### config.mk
export PLATFORM = sky130hd
export DESIGN_NAME = line_fold_stream_top
export DESIGN_NICKNAME = d
export VERILOG_FILES = /design/src/lfs_pkg.sv /design/src/line_fold_stream_top.sv /design/src/lfs_fifo.sv /design/src/lfs_front.sv /design/src/lfs_back.sv
export SDC_FILE = /design/constraint.sdc
export NUM_CORES = 1
export LEC_CHECK = 0
export ABC_AREA = 1
export ABC_CLOCK_PERIOD_IN_PS = 3300
export BUFFER_PORTS_ARGS = -buffer_cell sky130_fd_sc_hd__clkbuf_2
export CAP_MARGIN = 20
export CORE_MARGIN = 2
export CORE_UTILIZATION = 37
export CTS_BUF_LIST = sky130_fd_sc_hd__clkbuf_8 sky130_fd_sc_hd__clkbuf_16
export DETAILED_ROUTE_END_ITERATION = 10
export MAX_ROUTING_LAYER = met4
export PLACE_DENSITY = 0.55
export SYNTH_ARGS = -nofsm -noshare
export SYNTH_HDL_FRONTEND = slang
export SYNTH_HIERARCHICAL = 1
export SYNTH_SLANG_ARGS = --single-unit
### constraint.sdc
create_clock -name clk -period 3.3 [get_ports clk]
set_input_delay 0.66 -clock clk [delete_from_list [all_inputs] [get_ports clk]]
set_output_delay 0.66 -clock clk [all_outputs]
set_load 0.03 [all_outputs]
### src/lfs_pkg.sv
`timescale 1ns / 1ps
`default_nettype none
// ---------------------------------------------------------------------------
// lfs_pkg: shared types and constants for the line fold stream
// Character codes, command record between front and back, result record.
// ---------------------------------------------------------------------------
package lfs_pkg;

	localparam int CNT_W          = 6;
	localparam int MAX_COLUMN_DEF = 32;
	localparam int CMD_DEPTH      = 2;
	localparam int OUT_DEPTH      = 4;
	localparam int OUT_CW         = $clog2(OUT_DEPTH + 1);

	typedef logic [CNT_W-1:0] cnt_t;
	typedef logic [7:0]       byte_t;

	localparam byte_t CH_SPACE   = 8'd32;
	localparam byte_t CH_HYPHEN  = 8'd45;
	localparam byte_t CH_NEWLINE = 8'd10;
	localparam cnt_t  FOLD_RESET = 6'd32;

	// literal bytes emitted after the write step
	typedef enum logic [1:0] {
		LIT_NONE,
		LIT_NL,
		LIT_CH,
		LIT_HYPH
	} lit_kind_t;

	// flush held[0 .. a_cnt-1], write, literals, flush held[1 .. b_cnt-1]
	typedef struct packed {
		cnt_t      a_cnt;
		logic      wr_en;
		cnt_t      wr_addr;
		byte_t     ch;
		lit_kind_t lit;
		cnt_t      b_cnt;
	} cmd_t;

	typedef struct packed {
		logic  last;
		byte_t ch;
	} res_t;

endpackage

`default_nettype wire

### src/line_fold_stream_top.sv
`timescale 1ns / 1ps
`default_nettype none
// ---------------------------------------------------------------------------
// line_fold_stream_top: text line folder
// Folds a byte stream at a programmable column, breaking at the last space.
//
//   channel   handshake        payload
//   input     push / full      ch
//   result    pop / empty      out_ch, last
//   config    cfg_we           cfg_wdata (fold column)
//
// The back end loads each command in its idle state, then writes the line
// buffer if the command asks and emits each literal byte (three on a hyphen
// break). Held bytes are flushed through the single buffer read port.
// The back end stalls while the four-entry result queue has no room.
// The front takes a byte per cycle while the two-entry command queue has room.
// Reset clears all control state; the line buffer needs no clearing.
// ---------------------------------------------------------------------------
module line_fold_stream_top #(
	parameter int MAX_COLUMN = lfs_pkg::MAX_COLUMN_DEF
) (
	input  wire logic       clk,
	input  wire logic       arst_n,
	input  wire logic       cfg_we,
	input  wire logic [5:0] cfg_wdata,
	input  wire logic       push,
	input  wire logic [7:0] ch,
	output logic            full,
	input  wire logic       pop,
	output logic [7:0]      out_ch,
	output logic            last,
	output logic            empty
);

	lfs_pkg::cmd_t                 cmd_in;
	lfs_pkg::cmd_t                 cmd_out;
	logic                          cmd_push;
	logic                          cmd_pop;
	logic                          cmd_empty;
	logic                          of_push;
	lfs_pkg::res_t                 of_wdata;
	lfs_pkg::res_t                 of_rdata;
	logic [lfs_pkg::OUT_CW-1:0]    of_count;
	logic                          of_full;

	lfs_front #(
		.MAX_COLUMN(MAX_COLUMN)
	) u_front (
		.clk      (clk),
		.arst_n   (arst_n),
		.cfg_we   (cfg_we),
		.cfg_wdata(cfg_wdata),
		.push     (push),
		.ch       (ch),
		.cmd_full (full),
		.cmd_push (cmd_push),
		.cmd      (cmd_in)
	);

	lfs_fifo #(
		.WIDTH($bits(lfs_pkg::cmd_t)),
		.DEPTH(lfs_pkg::CMD_DEPTH)
	) u_cmd_q (
		.clk   (clk),
		.arst_n(arst_n),
		.push  (cmd_push),
		.wdata (cmd_in),
		.full  (full),
		.pop   (cmd_pop),
		.rdata (cmd_out),
		.empty (cmd_empty),
		.count ()
	);

	lfs_back #(
		.MAX_COLUMN(MAX_COLUMN)
	) u_back (
		.clk      (clk),
		.arst_n   (arst_n),
		.cmd_empty(cmd_empty),
		.cmd      (cmd_out),
		.cmd_pop  (cmd_pop),
		.of_count (of_count),
		.of_push  (of_push),
		.of_data  (of_wdata)
	);

	lfs_fifo #(
		.WIDTH($bits(lfs_pkg::res_t)),
		.DEPTH(lfs_pkg::OUT_DEPTH)
	) u_out_q (
		.clk   (clk),
		.arst_n(arst_n),
		.push  (of_push && !of_full),
		.wdata (of_wdata),
		.full  (of_full),
		.pop   (pop),
		.rdata (of_rdata),
		.empty (empty),
		.count (of_count)
	);

	assign out_ch = of_rdata.ch;
	assign last   = of_rdata.last;

endmodule

`default_nettype wire

### src/lfs_fifo.sv
`timescale 1ns / 1ps
`default_nettype none
// ---------------------------------------------------------------------------
// lfs_fifo: small register queue
// First-word-fall-through queue with push/full and pop/empty sides.
// ---------------------------------------------------------------------------
module lfs_fifo #(
	parameter int WIDTH = 8,
	parameter int DEPTH = 4
) (
	input  wire logic                       clk,
	input  wire logic                       arst_n,
	input  wire logic                       push,
	input  wire logic [WIDTH-1:0]           wdata,
	output logic                            full,
	input  wire logic                       pop,
	output logic [WIDTH-1:0]                rdata,
	output logic                            empty,
	output logic [$clog2(DEPTH+1)-1:0]      count
);

	localparam int PW = (DEPTH > 1) ? $clog2(DEPTH) : 1;
	localparam int CW = $clog2(DEPTH + 1);

	logic [WIDTH-1:0] mem_q [DEPTH];
	logic [PW-1:0]    rd_ptr_q;
	logic [PW-1:0]    wr_ptr_q;
	logic [CW-1:0]    count_q;
	logic             do_push;
	logic             do_pop;

	assign full    = count_q == CW'(DEPTH);
	assign empty   = count_q == '0;
	assign count   = count_q;
	assign rdata   = mem_q[rd_ptr_q];
	assign do_push = push && !full;
	assign do_pop  = pop && !empty;

	always_ff @(posedge clk or negedge arst_n) begin
		if (!arst_n) begin
			rd_ptr_q <= '0;
			wr_ptr_q <= '0;
			count_q  <= '0;
		end else begin
			if (do_push) begin
				wr_ptr_q <= (wr_ptr_q == PW'(DEPTH - 1)) ? '0 : wr_ptr_q + PW'(1);
			end
			if (do_pop) begin
				rd_ptr_q <= (rd_ptr_q == PW'(DEPTH - 1)) ? '0 : rd_ptr_q + PW'(1);
			end
			if (do_push && !do_pop) begin
				count_q <= count_q + CW'(1);
			end else if (do_pop && !do_push) begin
				count_q <= count_q - CW'(1);
			end
		end
	end

	always_ff @(posedge clk) begin
		if (do_push) begin
			mem_q[wr_ptr_q] <= wdata;
		end
	end

endmodule

`default_nettype wire

### src/lfs_front.sv
`timescale 1ns / 1ps
`default_nettype none
// ---------------------------------------------------------------------------
// lfs_front: request intake and classification
// Tracks column, held count and space mark; turns accepted bytes into commands.
// ---------------------------------------------------------------------------
module lfs_front #(
	parameter int MAX_COLUMN = lfs_pkg::MAX_COLUMN_DEF
) (
	input  wire logic          clk,
	input  wire logic          arst_n,
	input  wire logic          cfg_we,
	input  wire lfs_pkg::cnt_t cfg_wdata,
	input  wire logic          push,
	input  wire lfs_pkg::byte_t ch,
	input  wire logic          cmd_full,
	output logic               cmd_push,
	output lfs_pkg::cmd_t      cmd
);

	lfs_pkg::cnt_t fold_col_q;
	lfs_pkg::cnt_t column_q;
	lfs_pkg::cnt_t held_cnt_q;
	logic          have_space_q;
	logic          started_q;

	lfs_pkg::cnt_t max_col;
	lfs_pkg::cnt_t fold_eff;
	lfs_pkg::cnt_t col_inc;
	lfs_pkg::cnt_t new_cnt;
	logic          accept;
	logic          is_nl;
	logic          is_sp;
	logic          cnt_room;
	logic          hs_after;
	logic          fold_hit;

	assign max_col  = lfs_pkg::cnt_t'(MAX_COLUMN);
	assign accept   = push && !cmd_full;
	assign is_nl    = ch == lfs_pkg::CH_NEWLINE;
	assign is_sp    = ch == lfs_pkg::CH_SPACE;
	assign col_inc  = column_q + lfs_pkg::cnt_t'(1);
	assign cnt_room = held_cnt_q < max_col;
	assign hs_after = is_sp || have_space_q;
	assign fold_hit = !is_nl && (col_inc >= fold_eff);

	always_comb begin
		if (fold_col_q < lfs_pkg::cnt_t'(2)) begin
			fold_eff = lfs_pkg::cnt_t'(2);
		end else if (fold_col_q > max_col) begin
			fold_eff = max_col;
		end else begin
			fold_eff = fold_col_q;
		end
	end

	always_comb begin
		if (is_sp) begin
			new_cnt = lfs_pkg::cnt_t'(1);
		end else if (have_space_q && cnt_room) begin
			new_cnt = held_cnt_q + lfs_pkg::cnt_t'(1);
		end else begin
			new_cnt = held_cnt_q;
		end
	end

	always_comb begin
		cmd.ch      = ch;
		cmd.wr_en   = 1'b0;
		cmd.wr_addr = is_sp ? '0 : held_cnt_q;
		cmd.a_cnt   = '0;
		cmd.b_cnt   = '0;
		cmd.lit     = lfs_pkg::LIT_NONE;
		if (is_nl) begin
			cmd.a_cnt = held_cnt_q;
			cmd.lit   = lfs_pkg::LIT_NL;
		end else begin
			cmd.wr_en = is_sp || (have_space_q && cnt_room);
			cmd.a_cnt = is_sp ? held_cnt_q : '0;
			if (fold_hit) begin
				cmd.lit   = hs_after ? lfs_pkg::LIT_NL : lfs_pkg::LIT_HYPH;
				cmd.b_cnt = hs_after ? new_cnt : '0;
			end else if (!hs_after) begin
				cmd.lit = lfs_pkg::LIT_CH;
			end
		end
	end

	// a newline on an empty line produces no work
	assign cmd_push = accept && (!is_nl || started_q);

	always_ff @(posedge clk or negedge arst_n) begin
		if (!arst_n) begin
			fold_col_q   <= lfs_pkg::FOLD_RESET;
			column_q     <= '0;
			held_cnt_q   <= '0;
			have_space_q <= 1'b0;
			started_q    <= 1'b0;
		end else begin
			if (cfg_we) begin
				fold_col_q <= cfg_wdata;
			end
			if (accept) begin
				if (is_nl) begin
					column_q     <= '0;
					held_cnt_q   <= '0;
					have_space_q <= 1'b0;
					started_q    <= 1'b0;
				end else begin
					started_q <= 1'b1;
					if (fold_hit && hs_after) begin
						column_q     <= new_cnt - lfs_pkg::cnt_t'(1);
						held_cnt_q   <= '0;
						have_space_q <= 1'b0;
					end else if (fold_hit) begin
						column_q     <= lfs_pkg::cnt_t'(1);
						held_cnt_q   <= new_cnt;
						have_space_q <= 1'b0;
					end else begin
						column_q     <= col_inc;
						held_cnt_q   <= new_cnt;
						have_space_q <= hs_after;
					end
				end
			end
		end
	end

endmodule

`default_nettype wire

### src/lfs_back.sv
`timescale 1ns / 1ps
`default_nettype none
// ---------------------------------------------------------------------------
// lfs_back: command execution
// Sequences flushes of the held line buffer, buffer writes and literal bytes.
// ---------------------------------------------------------------------------
module lfs_back #(
	parameter int MAX_COLUMN = lfs_pkg::MAX_COLUMN_DEF
) (
	input  wire logic                        clk,
	input  wire logic                        arst_n,
	input  wire logic                        cmd_empty,
	input  wire lfs_pkg::cmd_t               cmd,
	output logic                             cmd_pop,
	input  wire logic [lfs_pkg::OUT_CW-1:0]  of_count,
	output logic                             of_push,
	output lfs_pkg::res_t                    of_data
);

	localparam int AW = (MAX_COLUMN > 1) ? $clog2(MAX_COLUMN) : 1;
	localparam int RW = lfs_pkg::OUT_CW + 1;

	typedef enum logic [2:0] {
		ST_IDLE,
		ST_FLUSH_A,
		ST_WRITE,
		ST_LIT,
		ST_FLUSH_B
	} state_t;

	function automatic state_t next_phase(lfs_pkg::cmd_t c, state_t cur);
		state_t r;
		r = ST_IDLE;
		if (cur != ST_FLUSH_B && c.b_cnt > lfs_pkg::cnt_t'(1)) begin
			r = ST_FLUSH_B;
		end
		if ((cur == ST_IDLE || cur == ST_FLUSH_A || cur == ST_WRITE) &&
		    c.lit != lfs_pkg::LIT_NONE) begin
			r = ST_LIT;
		end
		if ((cur == ST_IDLE || cur == ST_FLUSH_A) && c.wr_en) begin
			r = ST_WRITE;
		end
		if (cur == ST_IDLE && c.a_cnt != '0) begin
			r = ST_FLUSH_A;
		end
		return r;
	endfunction

	state_t          st_q;
	lfs_pkg::cmd_t   cmd_q;
	lfs_pkg::cnt_t   idx_q;
	logic [1:0]      lit_idx_q;
	logic            tok_valid_s1;
	logic            tok_mem_s1;
	lfs_pkg::byte_t  tok_byte_s1;
	logic            tok_last_s1;
	lfs_pkg::byte_t  rd_data_s1;
	lfs_pkg::byte_t  held_mem [MAX_COLUMN];

	logic            room;
	logic            has_l;
	logic            has_b;
	logic            lit_final;
	logic            mem_we;
	logic            rd_en;
	lfs_pkg::cnt_t   a_end;
	lfs_pkg::cnt_t   b_end;
	lfs_pkg::byte_t  lit_byte;

	assign room    = (RW'(of_count) + RW'(tok_valid_s1)) < RW'(lfs_pkg::OUT_DEPTH);
	assign has_l   = cmd_q.lit != lfs_pkg::LIT_NONE;
	assign has_b   = cmd_q.b_cnt > lfs_pkg::cnt_t'(1);
	assign a_end   = cmd_q.a_cnt - lfs_pkg::cnt_t'(1);
	assign b_end   = cmd_q.b_cnt - lfs_pkg::cnt_t'(1);
	assign cmd_pop = (st_q == ST_IDLE) && !cmd_empty;
	assign mem_we  = st_q == ST_WRITE;
	assign rd_en   = (st_q == ST_FLUSH_A || st_q == ST_FLUSH_B) && room;

	assign lit_final = (cmd_q.lit == lfs_pkg::LIT_HYPH) ? (lit_idx_q == 2'd2) : 1'b1;

	always_comb begin
		case (cmd_q.lit)
			lfs_pkg::LIT_NL: lit_byte = lfs_pkg::CH_NEWLINE;
			lfs_pkg::LIT_HYPH: begin
				case (lit_idx_q)
					2'd0:    lit_byte = lfs_pkg::CH_HYPHEN;
					2'd1:    lit_byte = lfs_pkg::CH_NEWLINE;
					default: lit_byte = cmd_q.ch;
				endcase
			end
			default: lit_byte = cmd_q.ch;
		endcase
	end

	always_ff @(posedge clk or negedge arst_n) begin
		if (!arst_n) begin
			st_q         <= ST_IDLE;
			cmd_q        <= '0;
			idx_q        <= '0;
			lit_idx_q    <= '0;
			tok_valid_s1 <= 1'b0;
			tok_mem_s1   <= 1'b0;
			tok_byte_s1  <= '0;
			tok_last_s1  <= 1'b0;
		end else begin
			tok_valid_s1 <= 1'b0;
			unique case (st_q)
				ST_IDLE: begin
					if (!cmd_empty) begin
						cmd_q     <= cmd;
						st_q      <= next_phase(cmd, ST_IDLE);
						idx_q     <= '0;
						lit_idx_q <= '0;
					end
				end
				ST_FLUSH_A: begin
					if (room) begin
						tok_valid_s1 <= 1'b1;
						tok_mem_s1   <= 1'b1;
						tok_last_s1  <= (idx_q == a_end) && !has_l && !has_b;
						if (idx_q == a_end) begin
							st_q  <= next_phase(cmd_q, ST_FLUSH_A);
							idx_q <= lfs_pkg::cnt_t'(1);
						end else begin
							idx_q <= idx_q + lfs_pkg::cnt_t'(1);
						end
					end
				end
				ST_WRITE: begin
					st_q  <= next_phase(cmd_q, ST_WRITE);
					idx_q <= lfs_pkg::cnt_t'(1);
				end
				ST_LIT: begin
					if (room) begin
						tok_valid_s1 <= 1'b1;
						tok_mem_s1   <= 1'b0;
						tok_byte_s1  <= lit_byte;
						tok_last_s1  <= lit_final && !has_b;
						if (lit_final) begin
							st_q  <= next_phase(cmd_q, ST_LIT);
							idx_q <= lfs_pkg::cnt_t'(1);
						end else begin
							lit_idx_q <= lit_idx_q + 2'd1;
						end
					end
				end
				ST_FLUSH_B: begin
					if (room) begin
						tok_valid_s1 <= 1'b1;
						tok_mem_s1   <= 1'b1;
						tok_last_s1  <= idx_q == b_end;
						if (idx_q == b_end) begin
							st_q <= ST_IDLE;
						end else begin
							idx_q <= idx_q + lfs_pkg::cnt_t'(1);
						end
					end
				end
				default: st_q <= ST_IDLE;
			endcase
		end
	end

	always_ff @(posedge clk) begin
		if (mem_we) begin
			held_mem[cmd_q.wr_addr[AW-1:0]] <= cmd_q.ch;
		end
		if (rd_en) begin
			rd_data_s1 <= held_mem[idx_q[AW-1:0]];
		end
	end

	assign of_push      = tok_valid_s1;
	assign of_data.ch   = tok_mem_s1 ? rd_data_s1 : tok_byte_s1;
	assign of_data.last = tok_last_s1;

endmodule

`default_nettype wire

==> qor.txt <==
fin cells: 2537
Chip Width: 232 um
Synthesis Warnings: 6
Worst R2R Start: u_front/fold_col_q[2]
Slew Limit Headroom: 0.394
H-Tree Depth: 2
Worst EP required: 3.80 ns
Critical R2R Capture: u_front/held_cnt_q[4]
Post-Syn Nets: 1806
Root Driver: clkbuf_16
met1 GRT Util: 0.233
Final Setup Violations: 0
antenna fix cells: 0
initial antenna violation count: 1
synthesized area: 0.0192 mm2
syn avg cell area: 10.9 um2
f_max: 377 MHz
Syn Inst Count: 1763
Max-Cap Viols: 0
gr ovfl total: 0
max-slew violations: 0
Finished Cell Area: 0.0218 mm2
clk sinks: 437
area grow syn2layout: 13.3%
GRT Max-Usage Layer: met2
met2 global-route usage: 0.275
Post-CTS Hold Fix Bufs: 0
TritonCTS buffer count: 48
Final GP Congestion: 0.833
Port Buffers: 29
met3 GRT Util: 0.0349
CTS Buffer Depth: 3
placed cell areas: 0.0202 mm2
Nets: 1860
final cycle utilization of the critical path: 0.803
DP HPWL: 29500 um
first drt pass iteration count: 5
Worst Hold Class: in -> async
Hold Vio Cnt, Final: 0
Layout Skew: 0.0417 ns
RSZ-0062 raised after global routing: false
CTS resizes: 0
core area: 0.0513 mm2
full die area: 0.0538 mm2
CP Max Fanout: 13
Fill cells: 4907
num rows: 83
CTS tree: done
crit end category: flop
GRT Util Overall: 0.176
worst skew pair latency: 0.59 ns
starting density of the core: 0.375
R2R setup slack: 0.65 ns
Via-to-Cell Ratio: 5.05
Routed Antenna Nets: 0
first-pass GRT wire length: 71400 um
crit path launch type: flop
Final Util: 0.425
drt drc: 0
Setup Buffers After CTS: 0
routed wire length per instance: 17.9 um
I/O pins: 30
leakage power: 8.49 nW
status: finished, final reports clean
clock-pin slew on the worst setup and hold paths: 0.06 ns
post-layout min period: 2.65 ns
initial DRC count: 912
maximum vdd ir drop: 0.000411 V
Pwr per Cell Area: 888 mW/mm2
Die Y: 232 um
critical setup path kind: reg -> reg
number of global-route vias before repair: 12600
largest net degree at the start of global routing: 52
setup TNS: 0 ns
CP Data Arrival Time: 3.15 ns
Post-Route WL: 45400 um
dpl cells: 2447
FF-to-FF path depth: 12
detailed-route via count: 12800
worst slew pin tran: 0.906 ns
Total Power: 19.3 mW
fraction of layout cells with a size suffix above 1: 0.129
## cells in the final DEF (no fill, tap or decap), types with 6 or more instances in the layout
master / count
o221ai_1: 15
clkbuf_2: 28
dfrtp_1: 75
buf_4: 53
nor2_2: 13
o211ai_1: 10
ha_1: 23
inv_2: 16
xor2_1: 10
clkbuf_16: 50
nand2_2: 17
o21ai_0: 179
inv_1: 136
a21oi_1: 33
edfxtp_1: 356
o21ai_1: 17
nand4_1: 12
a21o_1: 11
xnor2_1: 6
nor3_1: 7
o211ai_2: 10
nand2_1: 355
nand3_1: 71
clkinv_2: 9
o22ai_1: 61
nor2_1: 222
clkinv_1: 7
## power by group
group | switching, mW | total [mW] | internal (mW)
Clock | 2.19 | 5.19 | 3.00
Sequential | 0.723 | 8.06 | 7.33
Combinational | 4.31 | 6.10 | 1.79
## critical path, cell delays in order (launching register included)
cell	delay, ns
dfrtp_1	0.39
nor4_1	0.35
inv_1	0.09
o21ai_0	0.29
nand2_1	0.10
ha_1	0.32
nand2_1	0.06
a21oi_1	0.06
nor3_1	0.21
nand2_1	0.20
nand3_4	0.18
nand2_1	0.16
o22ai_1	0.16
## worst max path at each step
stage / startpoint / end / slack [ns]
floorplan: ch[7] / u_cmd_q/mem_q[1][0] / 0.37
global placement: u_front/fold_col_q[2] / u_front/column_q[4] / 0.74
detailed placement: u_front/fold_col_q[2] / u_front/held_cnt_q[4] / 0.66
CTS: u_out_q/rd_ptr_q[1] / out_ch[5] / 0.64
global route: u_front/fold_col_q[2] / u_front/column_q[5] / 0.22
finish: u_front/fold_col_q[2] / u_front/held_cnt_q[4] / 0.65
## stage by stage
step                      hold WS (ns)  setup WS (ns)
after CTS                        0.120          0.645
final                            0.100          0.649
after detailed placement         0.493          0.661
after global routing             0.149          0.219
after floorplan                  0.364          0.370
after global placement           0.491          0.735
## sequential cells by signal, indices dropped and copies added (netlist names), 3 cells and up
register and flops:
u_back/tok_byte_s1 8, u_out_q/count 3, u_back/rd_data_s1 8, u_back/held_mem 256, u_front/column_q 6, u_back/idx_q 6, u_front/held_cnt_q 6, u_back/cmd_q 28
u_out_q/mem_q 36, u_front/fold_col_q 6, u_back/st_q 3, u_cmd_q/mem_q 56
## metal layers
metal  up-vias  routed length, um
met2       280              21100
met1      6248              20800
met5         -                  0
met3        73               2480
li1       6216                  -
met4         0               1050
## cell type report
type / instances / area, um2 / share of cell area
Clock buffer: 51 / 1260 / 0.0580
Clock inverter: 39 / 278 / 0.0127
Inverter: 141 / 532 / 0.0244
Multi-Input combinational cell: 1105 / 5540 / 0.254
Sequential cell: 437 / 12700 / 0.584
Tap cell: 680 / 851 / 0.0390
Timing Repair Buffer: 84 / 598 / 0.0274
Power figures use the tool's default switching activity.
